--- config.mk ---
export PLATFORM = sky130hd
export DESIGN_NAME = rgb_hsv_converter_flat
export DESIGN_NICKNAME = d
export VERILOG_FILES = /design/src/rhc_pkg.sv /design/src/rhc_if.sv /design/src/rgb_hsv_converter.sv /design/src/rhc_front.sv /design/src/rhc_div_stage.sv /design/src/rhc_back.sv /design/src/flat_wrapper.sv
export SDC_FILE = /design/constraint.sdc
export NUM_CORES = 2
export LEC_CHECK = 0
export BUFFER_PORTS_ARGS = -buffer_cell sky130_fd_sc_hd__buf_2
export CORE_AREA = 3 3 254 256
export CTS_BUF_LIST = sky130_fd_sc_hd__clkbuf_16
export DETAILED_ROUTE_END_ITERATION = 8
export DIE_AREA = 0 0 257 259
export GPL_TIMING_DRIVEN = 1
export MAX_ROUTING_LAYER = met4
export PLACE_DENSITY = 0.72
export SETUP_SLACK_MARGIN = 0.5
export SLEW_MARGIN = 20
export SYNTH_ARGS = -nofsm -noshare
export SYNTH_HDL_FRONTEND = slang
export SYNTH_SLANG_ARGS = --single-unit
--- constraint.sdc ---
create_clock -name clk -period 12.56 [get_ports clk]
set_clock_uncertainty 0.1 [all_clocks]
set_input_delay 2.512 -clock clk [delete_from_list [all_inputs] [get_ports clk]]
set_output_delay 2.512 -clock clk [all_outputs]
set_load 0.03 [all_outputs]
--- src/rhc_pkg.sv ---
// Types, constants and the divider step shared by the RGB/HSV converter.
// No dependencies; compiled first.
package rhc_pkg;

	typedef enum logic {
		MODE_TO_HSV = 1'b0,
		MODE_TO_RGB = 1'b1
	} mode_t;

	localparam logic [7:0] HUE_SPAN  = 8'd43;
	localparam logic [7:0] BASE_RED  = 8'd0;
	localparam logic [7:0] BASE_GRN  = 8'd85;
	localparam logic [7:0] BASE_BLU  = 8'd171;
	localparam logic [7:0] FULL      = 8'd255;
	localparam logic [7:0] REM_SCALE = 8'd6;
	localparam int         NUM_REGIONS = 6;

	// Restoring divider geometry: 8 quotient bits, two per stage
	localparam int QW         = 8;
	localparam int DVD_W      = 2 * QW;
	localparam int DIV_STEP   = 2;
	localparam int DIV_STAGES = QW / DIV_STEP;
	localparam int PIPE_DEPTH = DIV_STAGES + 2;
	localparam int CNT_W      = $clog2(PIPE_DEPTH + 1);

	typedef struct packed {
		mode_t      mode;
		logic [7:0] chan_a;
		logic [7:0] chan_b;
		logic [7:0] chan_c;
	} pixel_t;

	typedef struct packed {
		logic [7:0] out_a;
		logic [7:0] out_b;
		logic [7:0] out_c;
	} result_t;

	// Everything an item carries down the pipeline, for both modes
	typedef struct packed {
		mode_t            mode;
		logic             is_black;
		logic             is_grey;
		logic             neg;
		logic [7:0]       base;
		logic [7:0]       hi;       // max channel, or value in HSV to RGB
		logic [7:0]       diff;
		logic [DVD_W-1:0] sat_dvd;
		logic [QW-1:0]    sat_rem;
		logic [QW-1:0]    sat_q;
		logic [DVD_W-1:0] hue_dvd;
		logic [QW-1:0]    hue_rem;
		logic [QW-1:0]    hue_q;
		logic             s_zero;
		logic [2:0]       region;
		logic [7:0]       p;
		logic [7:0]       sr_hi;
		logic [7:0]       st_hi;
	} pipe_t;

	typedef struct packed {
		logic [QW-1:0] rem;
		logic          q;
	} div_res_t;

	// One restoring step: shift in a dividend bit, subtract if it fits
	function automatic div_res_t div_step(logic [QW-1:0] rem, logic dbit,
			logic [QW-1:0] divisor);
		logic [QW:0] trial;
		div_res_t    r;
		trial = {rem, dbit};
		if (trial >= {1'b0, divisor}) begin
			r.rem = QW'(trial - {1'b0, divisor});
			r.q   = 1'b1;
		end else begin
			r.rem = trial[QW-1:0];
			r.q   = 1'b0;
		end
		return r;
	endfunction

endpackage

--- src/rhc_if.sv ---
// Valid/ready channel carrying one item of payload type T.
// No dependencies.
interface rhc_if #(parameter type T = logic);
	logic valid;
	logic ready;
	T     data;

	modport source (output valid, output data, input ready);
	modport sink   (input valid, input data, output ready);
endinterface

--- src/rgb_hsv_converter.sv ---
// RGB <-> HSV pixel converter, 8-bit channels. Pipeline from accept to result valid:
// front stage, four divider stages of two quotient bits each, output.
// Throughput: one item per cycle; each stage holds one item and stalls only
// when the stage after it is full and stalled, so bubbles close up.
// Reset clears all valid bits; payload registers are not reset.
// Depends on rhc_pkg, rhc_if, rhc_front, rhc_div_stage, rhc_back.
module rgb_hsv_converter import rhc_pkg::*; (
	input logic clk,
	input logic arst_n,
	rhc_if.sink   pixel,
	rhc_if.source result
);

	pipe_t             stg_data [DIV_STAGES+1];
	logic [DIV_STAGES:0] stg_valid;
	logic [DIV_STAGES:0] stg_ready;
	logic [CNT_W-1:0]  inflight_q;

	rhc_front u_front (
		.clk       (clk),
		.arst_n    (arst_n),
		.in_valid  (pixel.valid),
		.in_ready  (pixel.ready),
		.in_data   (pixel.data),
		.out_valid (stg_valid[0]),
		.out_ready (stg_ready[0]),
		.out_data  (stg_data[0])
	);

	for (genvar i = 0; i < DIV_STAGES; i++) begin : g_div
		rhc_div_stage #(.STAGE(i)) u_div (
			.clk       (clk),
			.arst_n    (arst_n),
			.in_valid  (stg_valid[i]),
			.in_ready  (stg_ready[i]),
			.in_data   (stg_data[i]),
			.out_valid (stg_valid[i+1]),
			.out_ready (stg_ready[i+1]),
			.out_data  (stg_data[i+1])
		);
	end

	rhc_back u_back (
		.clk       (clk),
		.arst_n    (arst_n),
		.in_valid  (stg_valid[DIV_STAGES]),
		.in_ready  (stg_ready[DIV_STAGES]),
		.in_data   (stg_data[DIV_STAGES]),
		.out_valid (result.valid),
		.out_ready (result.ready),
		.out_data  (result.data)
	);

	// count items between input and output handshakes
	always_ff @(posedge clk or negedge arst_n) begin
		if (!arst_n) begin
			inflight_q <= '0;
		end else begin
			inflight_q <= inflight_q + CNT_W'(pixel.valid && pixel.ready)
				- CNT_W'(result.valid && result.ready);
		end
	end

	a_occupancy: assert property (@(posedge clk) disable iff (!arst_n)
		inflight_q == CNT_W'($countones({result.valid, stg_valid})))
		else $error("item count does not match stage valid bits");

	a_front_free: assert property (@(posedge clk) disable iff (!arst_n)
		!stg_valid[0] |-> pixel.ready)
		else $error("input stalled with an empty front stage");

	a_full_stall: assert property (@(posedge clk) disable iff (!arst_n)
		(inflight_q == CNT_W'(PIPE_DEPTH)) && !result.ready |-> !pixel.ready)
		else $error("input taken while pipeline full and output stalled");

endmodule

--- src/rhc_front.sv ---
// First stage: max/min, sector and dividends for RGB to HSV; region and
// first products for HSV to RGB. Depends on rhc_pkg.
module rhc_front import rhc_pkg::*; (
	input  logic   clk,
	input  logic   arst_n,
	input  logic   in_valid,
	output logic   in_ready,
	input  pixel_t in_data,
	output logic   out_valid,
	input  logic   out_ready,
	output pipe_t  out_data
);

	logic        valid_s1;
	pipe_t       data_s1;
	pipe_t       nxt;
	logic [7:0]  ca, cb, cc;
	logic [7:0]  hi_m, lo_m, diff;
	logic        is_r, is_g;
	logic [8:0]  num;
	logic [7:0]  mag;
	logic [2:0]  region;
	logic [7:0]  seg_start, rem, rem6;
	logic [15:0] sr, st, pv, sat_dvd, hue_dvd;

	assign ca = in_data.chan_a;
	assign cb = in_data.chan_b;
	assign cc = in_data.chan_c;

	always_comb begin
		hi_m = (ca > cb) ? ca : cb;
		hi_m = (hi_m > cc) ? hi_m : cc;
		lo_m = (ca < cb) ? ca : cb;
		lo_m = (lo_m < cc) ? lo_m : cc;
		diff = hi_m - lo_m;
		// red wins ties over green, green over blue
		is_r = (hi_m == ca);
		is_g = (hi_m == cb);
		if (is_r) begin
			num = {1'b0, cb} - {1'b0, cc};
		end else if (is_g) begin
			num = {1'b0, cc} - {1'b0, ca};
		end else begin
			num = {1'b0, ca} - {1'b0, cb};
		end
		mag = num[8] ? 8'(-num) : num[7:0];
		sat_dvd = {diff, 8'd0} - 16'(diff);
		hue_dvd = 16'(mag) * 16'(HUE_SPAN);
	end

	always_comb begin
		region    = '0;
		seg_start = '0;
		for (int k = 1; k < NUM_REGIONS; k++) begin
			if (ca >= 8'(k * HUE_SPAN)) begin
				region    = 3'(k);
				seg_start = 8'(k * HUE_SPAN);
			end
		end
		rem  = ca - seg_start;
		rem6 = 8'(rem * REM_SCALE);
		sr   = 16'(cb) * 16'(rem6);
		st   = 16'(cb) * 16'(FULL - rem6);
		pv   = 16'(cc) * 16'(FULL - cb);
	end

	always_comb begin
		nxt          = '0;
		nxt.mode     = in_data.mode;
		nxt.is_black = (hi_m == 8'd0);
		nxt.is_grey  = (diff == 8'd0);
		nxt.neg      = num[8];
		nxt.base     = is_r ? BASE_RED : (is_g ? BASE_GRN : BASE_BLU);
		nxt.hi       = (in_data.mode == MODE_TO_RGB) ? cc : hi_m;
		nxt.diff     = diff;
		nxt.sat_dvd  = sat_dvd;
		nxt.sat_rem  = sat_dvd[DVD_W-1:QW];
		nxt.hue_dvd  = hue_dvd;
		nxt.hue_rem  = hue_dvd[DVD_W-1:QW];
		nxt.s_zero   = (cb == 8'd0);
		nxt.region   = region;
		nxt.p        = pv[15:8];
		nxt.sr_hi    = sr[15:8];
		nxt.st_hi    = st[15:8];
	end

	assign in_ready = !valid_s1 || out_ready;

	always_ff @(posedge clk or negedge arst_n) begin
		if (!arst_n) begin
			valid_s1 <= 1'b0;
		end else if (in_ready) begin
			valid_s1 <= in_valid;
		end
	end

	always_ff @(posedge clk) begin
		if (in_ready && in_valid) begin
			data_s1 <= nxt;
		end
	end

	assign out_valid = valid_s1;
	assign out_data  = data_s1;

endmodule

--- src/rhc_div_stage.sv ---
// One divider stage: two restoring steps each for saturation and hue.
// Depends on rhc_pkg.
module rhc_div_stage import rhc_pkg::*; #(
	parameter int STAGE = 0
) (
	input  logic  clk,
	input  logic  arst_n,
	input  logic  in_valid,
	output logic  in_ready,
	input  pipe_t in_data,
	output logic  out_valid,
	input  logic  out_ready,
	output pipe_t out_data
);

	logic     valid_q;
	pipe_t    data_q;
	pipe_t    nxt;
	div_res_t sres, hres;

	always_comb begin
		nxt = in_data;
		for (int j = 0; j < DIV_STEP; j++) begin
			sres = div_step(nxt.sat_rem, nxt.sat_dvd[QW-1-STAGE*DIV_STEP-j], nxt.hi);
			hres = div_step(nxt.hue_rem, nxt.hue_dvd[QW-1-STAGE*DIV_STEP-j], nxt.diff);
			nxt.sat_rem = sres.rem;
			nxt.sat_q[QW-1-STAGE*DIV_STEP-j] = sres.q;
			nxt.hue_rem = hres.rem;
			nxt.hue_q[QW-1-STAGE*DIV_STEP-j] = hres.q;
		end
	end

	assign in_ready = !valid_q || out_ready;

	always_ff @(posedge clk or negedge arst_n) begin
		if (!arst_n) begin
			valid_q <= 1'b0;
		end else if (in_ready) begin
			valid_q <= in_valid;
		end
	end

	always_ff @(posedge clk) begin
		if (in_ready && in_valid) begin
			data_q <= nxt;
		end
	end

	assign out_valid = valid_q;
	assign out_data  = data_q;

endmodule

--- src/rhc_back.sv ---
// Last stage: hue sum and masking for HSV, q and t products and region
// select for RGB, into the output register. Depends on rhc_pkg.
module rhc_back import rhc_pkg::*; (
	input  logic    clk,
	input  logic    arst_n,
	input  logic    in_valid,
	output logic    in_ready,
	input  pipe_t   in_data,
	output logic    out_valid,
	input  logic    out_ready,
	output result_t out_data
);

	logic        valid_q;
	result_t     data_q;
	result_t     nxt;
	logic [7:0]  off, hue, v, qv, tv, p;
	logic [15:0] qp, tp;

	assign v  = in_data.hi;
	assign p  = in_data.p;
	assign qp = 16'(v) * 16'(FULL - in_data.sr_hi);
	assign tp = 16'(v) * 16'(FULL - in_data.st_hi);
	assign qv = qp[15:8];
	assign tv = tp[15:8];

	// truncated magnitude quotient, sign restored; sum wraps
	assign off = in_data.neg ? 8'(-in_data.hue_q) : in_data.hue_q;
	assign hue = in_data.base + off;

	always_comb begin
		if (in_data.mode == MODE_TO_HSV) begin
			nxt.out_a = in_data.is_grey ? 8'd0 : hue;
			nxt.out_b = in_data.is_black ? 8'd0 : in_data.sat_q;
			nxt.out_c = in_data.hi;
		end else if (in_data.s_zero) begin
			nxt = '{out_a: v, out_b: v, out_c: v};
		end else begin
			unique case (in_data.region)
				3'd0:    nxt = '{out_a: v,  out_b: tv, out_c: p};
				3'd1:    nxt = '{out_a: qv, out_b: v,  out_c: p};
				3'd2:    nxt = '{out_a: p,  out_b: v,  out_c: tv};
				3'd3:    nxt = '{out_a: p,  out_b: qv, out_c: v};
				3'd4:    nxt = '{out_a: tv, out_b: p,  out_c: v};
				default: nxt = '{out_a: v,  out_b: p,  out_c: qv};
			endcase
		end
	end

	assign in_ready = !valid_q || out_ready;

	always_ff @(posedge clk or negedge arst_n) begin
		if (!arst_n) begin
			valid_q <= 1'b0;
		end else if (in_ready) begin
			valid_q <= in_valid;
		end
	end

	always_ff @(posedge clk) begin
		if (in_ready && in_valid) begin
			data_q <= nxt;
		end
	end

	assign out_valid = valid_q;
	assign out_data  = data_q;

endmodule

--- src/flat_wrapper.sv ---
// flat-port wrapper written by rule: the top's interface ports become plain ports
module rgb_hsv_converter_flat import rhc_pkg::*;
  (clk, arst_n, pixel_valid, pixel_data, pixel_ready, result_valid, result_data, result_ready);
  rhc_if #(.T(pixel_t)) pixel_i ();
  rhc_if #(.T(result_t)) result_i ();
  input logic clk;
  input logic arst_n;
  input wire logic [$bits(pixel_i.valid)-1:0] pixel_valid;
  input wire logic [$bits(pixel_i.data)-1:0] pixel_data;
  output wire logic [$bits(pixel_i.ready)-1:0] pixel_ready;
  output wire logic [$bits(result_i.valid)-1:0] result_valid;
  output wire logic [$bits(result_i.data)-1:0] result_data;
  input wire logic [$bits(result_i.ready)-1:0] result_ready;
  assign pixel_i.valid = pixel_valid;
  assign pixel_i.data = pixel_data;
  assign pixel_ready = pixel_i.ready;
  assign result_valid = result_i.valid;
  assign result_data = result_i.data;
  assign result_i.ready = result_ready;
  rgb_hsv_converter u_core (.clk(clk), .arst_n(arst_n), .pixel(pixel_i), .result(result_i));
endmodule
**After elaboration in Yosys (flattened, before gate mapping)**

Index checks and enable logic that the tools add are counted.

- Input port bits: 29
- ROM bits: 0
- Bits in latches: 0
- Bits in registers: 444
- Memories: 0
- Memory bits (writable): 0

- Magnitude comparators: 25
- Reduce and logical (&&, ||, !) cells: 23
- Shift-type cells: 0
- Add/sub/neg operators: 27
- Bitwise operators: 0
- Divide/modulo/power cells: 0
- Multipliers: 7
- Multiplexer cells: 40
- Eq/ne operators: 6

Operators by type and width:

| operator | number |
|---|---|
| $mux W9 | 16 |
| $ge A9 B8 Y1 | 15 |
| $pmux W24 S5 | 1 |
| $sub A8 B8 Y8 | 15 |
| $mux W8 | 14 |
| $mul A9 B9 Y16 | 3 |
| $mux W24 | 2 |
| $sub A8 B8 Y9 const A | 4 |
| $sub A8 B8 Y9 | 3 |
| $ge A8 B8 Y1 const B | 3 |
| $logic_not A8 Y1 | 3 |
| $eq A8 B8 Y1 | 2 |
| $gt A8 B8 Y1 | 2 |
| $lt A8 B8 Y1 | 2 |
| $mul A8 B16 Y16 | 1 |
| $neg A8 Y8 | 2 |
| $sub A16 B8 Y16 | 1 |
| $mul A8 B7 Y15 | 1 |
| $mul A8 B6 Y14 const B | 1 |
| $add A8 B8 Y8 | 1 |
| $ge A7 B8 Y1 | 1 |
| $ge A8 B6 Y1 const B | 1 |
| $ge A8 B7 Y1 const B | 1 |
| $mul A8 B2 Y7 const B | 1 |
| 12 further kinds | 32 |

**Depth between registers and ports, before layout**

- Depth in word-level cells: 10
- Mapped depth: 41

**Modules after synthesis**

Synthesis repeated with hierarchy kept, for this count alone.

- Cell total of the unflattened synthesis: 3550
- Area total of the unflattened synthesis: 40411.3 um^2

By module, submodules not included:

| module | cells each | instances | seq. area each (um^2) | area each (um^2) |
|---|---|---|---|---|
| rhc_div_stage | 356 | 4 | 3628.5 | 5353.9 |
| rhc_front | 1431 | 1 | 2427.3 | 12889.9 |
| rhc_back | 695 | 1 | 745.7 | 6105.9 |

**Least setup slack after synthesis**

Ideal clock, no wire load.

- Path kind: in2reg
- Start point: in pixel_data[15]
- End point: reg u_core.u_front.data_s1 (netlist bit u_core.u_front.out_data[41]) (data pin)
- Path buffers: 3
- Setup slack: 1.612 ns
- Arrival: 10.590 ns
- Cell stages on the path: 39
- Data required time: 12.202 ns
- Cell sequence: clkbuf_1 -> clkinv_1 -> ha_1 -> a21oi_1 -> o211a_1 -> a21o_1 -> buf_1 -> nor2_1 -> a21oi_1 -> inv_1 -> ha_1 -> nor2b_1 -> o211a_1 -> o21a_1 -> or3_1 -> a221oi_1 -> o2111ai_2 -> buf_4 -> [3 not listed] -> o21ai_1 -> xor2_1 -> ha_1 -> inv_1 -> fa_1 -> fa_1 -> inv_1 -> ha_1 -> inv_1 -> o21ai_0 -> and2_1 -> o21ai_0 -> nand2b_1 -> a21oi_1 -> o21bai_1 -> a21o_1 -> a21oi_1 -> xnor2_1

- Cells in the longest elaborated chain, start to end: 10
- Elaborated cells between the ends (all ways): 13
- Classes of those cells: add/sub (3); mul (1); order compare (2); eq/ne (2); mux (5)

RTL lines:

| item | RTL line | RTL |
|---|---|---|
| start: declaration | flat_wrapper.sv:9 | `input wire logic [$bits(pixel_i.data)-1:0] pixel_data;` |
| $gt A8 B8 Y1 | rhc_front.sv:31 | `hi_m = (ca > cb) ? ca : cb;` |
| $mux W8 | rhc_front.sv:31 |  |
| $gt A8 B8 Y1 | rhc_front.sv:32 | `hi_m = (hi_m > cc) ? hi_m : cc;` |
| $mux W8 | rhc_front.sv:32 |  |
| $eq A8 B8 Y1 | rhc_front.sv:38 | `is_g = (hi_m == cb);` |
| $mux W9 | rhc_front.sv:41 | `end else if (is_g) begin` |
| $mux W9 * | rhc_front.sv:39 | `if (is_r) begin` |
| $neg A8 Y8 | rhc_front.sv:46 | `mag = num[8] ? 8'(-num) : num[7:0];` |
| $mux W8 * | rhc_front.sv:46 |  |
| $mul A8 B6 Y14 * | rhc_front.sv:48 | `hue_dvd = 16'(mag) * 16'(HUE_SPAN);` |
| net u_core.u_front.hue_dvd[13] | rhc_front.sv:24 | `logic [15:0] sr, st, pv, sat_dvd, hue_dvd;` |
| end signal: assignment | rhc_front.sv:99 | `data_s1 <= nxt;` |
| end: declaration | rhc_front.sv:15 | `pipe_t data_s1;` |

The timed path passes the listed nets; every way through them passes the cells marked *.
A chain may end at the register's enable or synchronous reset.

**Worst setup path after layout**

- Start point: in pixel_data[14]
- End point: reg u_core.u_front.data_s1 (netlist bit u_core.u_front.out_data[41]) (data pin)

The elaborated chain is that of the path after synthesis.

==> impl_metrics.tcl <==
set metrics [dict create \
    worstHoldPathType "reg2reg" \
    crit_type "in2reg" \
    cp-end-kind "register" \
    overflow 0 \
    syn_area_per_cell_um2 10.5 \
    final_common_cell "inv_1" \
    regArea_mm2 0.0124 \
    setup_violations 0 \
    core-area_mm2 0.0627 \
    timing.setup.tns_ns 0 \
    place_ws_ns 0.983 \
    rsz0062_at_grt "no" \
    drc_errors 0 \
    max_freq_mhz 90.9 \
    die_w_um 257 \
    min_period_over_period_pct 87.6 \
    critPathRequiredTime_ns 12.78 \
    placementRows 92 \
    antenna_cells 0 \
    dp_hpwl_um 55700 \
    synth_compound_area_share_pct 10.4 \
    cp_max_fo 14 \
    clk_pin_slew_ns 0.06 \
    antenna_left 0 \
    die_area_mm2 0.0666 \
    initial_utilization_pct 53.5 \
    die_h_um 259 \
    track_usage_pct 22.6 \
    cts_setup_buffers 0 \
    synthArstFlopShare_pct 1.45 \
    multiInputGateArea_mm2 0.0189 \
    vias_per_cell 5.44 \
    muxShareOfSynthArea_pct 3.29 \
    grt_first_pass_wirelength_um 118000 \
    maxSlewHeadroom_pct 29.4 \
    io_buffer_count 54 \
    root_buffer "clkbuf_16" \
    yosysWarnings 0 \
    synthAdderAreaFrac_pct 26.8 \
    cap_viol_max_count 0 \
    slew_violations 0 \
    wl_per_cell_um 17.4 \
    ys_ff_latch 415 \
    synth.distinct_cells 77 \
    antenna_found_initial 0 \
    dr.first_iter.drc_count 1584 \
    slowest_delay_ns 0.57 \
    synth_enable_flop_cells 409 \
    cts_made_buffers 44 \
    nets 3877 \
    synthSimpleGateAreaFrac_pct 10.9 \
    cts_tree "built" \
    clock_latency_ns 0.56 \
    htreeDepth 2 \
    status "completed" \
    synth_fp_nets 3827 \
    final_cell_mix "inv_1 (512), edfxtp_1 (409), ha_1 (397), nor2_1 (243), fa_1 (201)" \
    hold_violations 0 \
    place_congestion 0.942 \
    grt_max_degree 83 \
    period_minus_slack_ns 11.00 \
    synth_xor_xnor_area_share_pct 4.80 \
    cts_resized 0 \
    synth_cells 3200 \
    cp-start-kind "input port" \
    synth_ff_type "edfxtp_1" \
    grt_pass1_vias 22613 \
    clkSinkCount 415 \
    clock_path_buffers 3 \
    drive_gt1_share_pct 7.58 \
    postCtsHoldBufs 0 \
    area_growth_pct 8.11 \
    drtPass1Iterations 5 \
    fillCellCount 5232 \
    cp.arrival_ns 11.22 \
    fin_ws_ns 1.56 \
    tightestPinTransition_ns 1.06 \
    netlist_area_mm2 0.0335 \
    synth_top_family_by_area "adder cells" \
    ys_seq_area_share_pct 37.1 \
    num_vias 22448 \
    ios 55 \
    slowest_stage "ha_1" \
    drt-total-wl_um 71800 \
]
[layout make-up]
cell class / instances / share of cell area, %
multi-input cells: 2189 / 52.1
flip-flops and latches: 415 / 34.3
inverters: 512 / 5.30
clock buffers: 45 / 3.11
well taps: 846 / 2.92
repair buffers: 88 / 1.45
clock inverters: 35 / 0.838
[routing by layer]
layer | track usage (%) | share of wire (%) | vias to the layer above
met1 | 29.7 | 45 | 10705
met3 | 2.88 | 5.4 | 149
li1 | - | - | 10991
met5 | - | 0 | -
met4 | 8.03 | 3.8 | 0
met2 | 36.4 | 46 | 603
[registers in the layout, indices dropped and copies added, names as in the netlist]
| signal | count |
|---|---|
| u_core.g_div.u_div.out_valid | 4 |
| u_core.u_front.out_data | 80 |
| u_core.u_back.out_valid | 1 |
| u_core.u_back.out_data | 24 |
| u_core.u_front.out_valid | 1 |
| u_core.g_div.u_div.out_data | 305 |
[final timing paths]
kind | slack (ns) | cells past startpoint | startpoint | to
setup / recovery | 1.56 | 37 | pixel_data[14] | u_core.u_front.out_data[41]
hold / removal | 0.31 | 0 | u_core.g_div[0].u_div.out_data[13] | u_core.g_div[1].u_div.out_data[13]
setup reg to reg | 5.96 | 25 | u_core.g_div[1].u_div.out_data[101] | u_core.g_div[2].u_div.out_data[70]
hold reg to reg | 0.31 | 0 | u_core.g_div[0].u_div.out_data[13] | u_core.g_div[1].u_div.out_data[13]
max in group asynchronous | 10.49 | 1 | arst_n | u_core.g_div[2].u_div.out_valid
min in group asynchronous | 1.68 | 1 | arst_n | u_core.u_front.out_valid
[synth_stat cells, types with 20 or more instances]
cell type | n | area share, %
xnor2_1 | 116 | 3.0
xor2_1 | 68 | 1.8
nand3_1 | 22 | 0.33
a21boi_0 | 20 | 0.45
mux2i_1 | 36 | 1.1
mux2_2 | 61 | 2.0
nand4_1 | 28 | 0.52
edfxtp_1 | 409 | 37
o21bai_1 | 22 | 0.49
nor2b_1 | 82 | 1.5
clkbuf_1 | 62 | 0.69
nand2_1 | 186 | 2.1
and2_1 | 27 | 0.50
a21o_1 | 63 | 1.4
a21oi_1 | 141 | 2.1
fa_1 | 201 | 12
o21ai_0 | 159 | 2.4
nor2_1 | 243 | 2.7
ha_1 | 397 | 15
nand2b_1 | 107 | 2.0
inv_1 | 504 | 5.6
[through the flow]
stage               instances  util, %  hold WS (ns)  area [um2]
floorplan                3200        -         0.300       33500
detailed placement       4050     55.5         0.305       34800
finish                   4130     57.8         0.307       36300
global placement         4050     55.5         0.300       34800
CTS                      4130     57.8         0.309       36300
global route             4130     57.8         0.320       36300
[cells by family (layout without fill, tap and decap cells)]
logic type      count (synthesis)  count (layout)
simple gates                  758             758
mux                           101             101
fa+ha+maj                     598             598
compound gates                548             548
xor+xnor                      184             184
buf+inv                       596             680
flops                         415             415
[critical path: cells and delay by family]
family / cells / cell delay, ns
adders and majority gates: 6 / 2.40
xor gates and xnor gates: 2 / 0.31
buffers and inverters: 6 / 0.71
and+or+nand+nor: 8 / 1.77
AOI/OAI and AO/OA: 14 / 2.99
muxes: 1 / 0.49
Power is not shown: default switching activity piles up to over one toggle a cycle in this logic, so the estimate is an artifact.
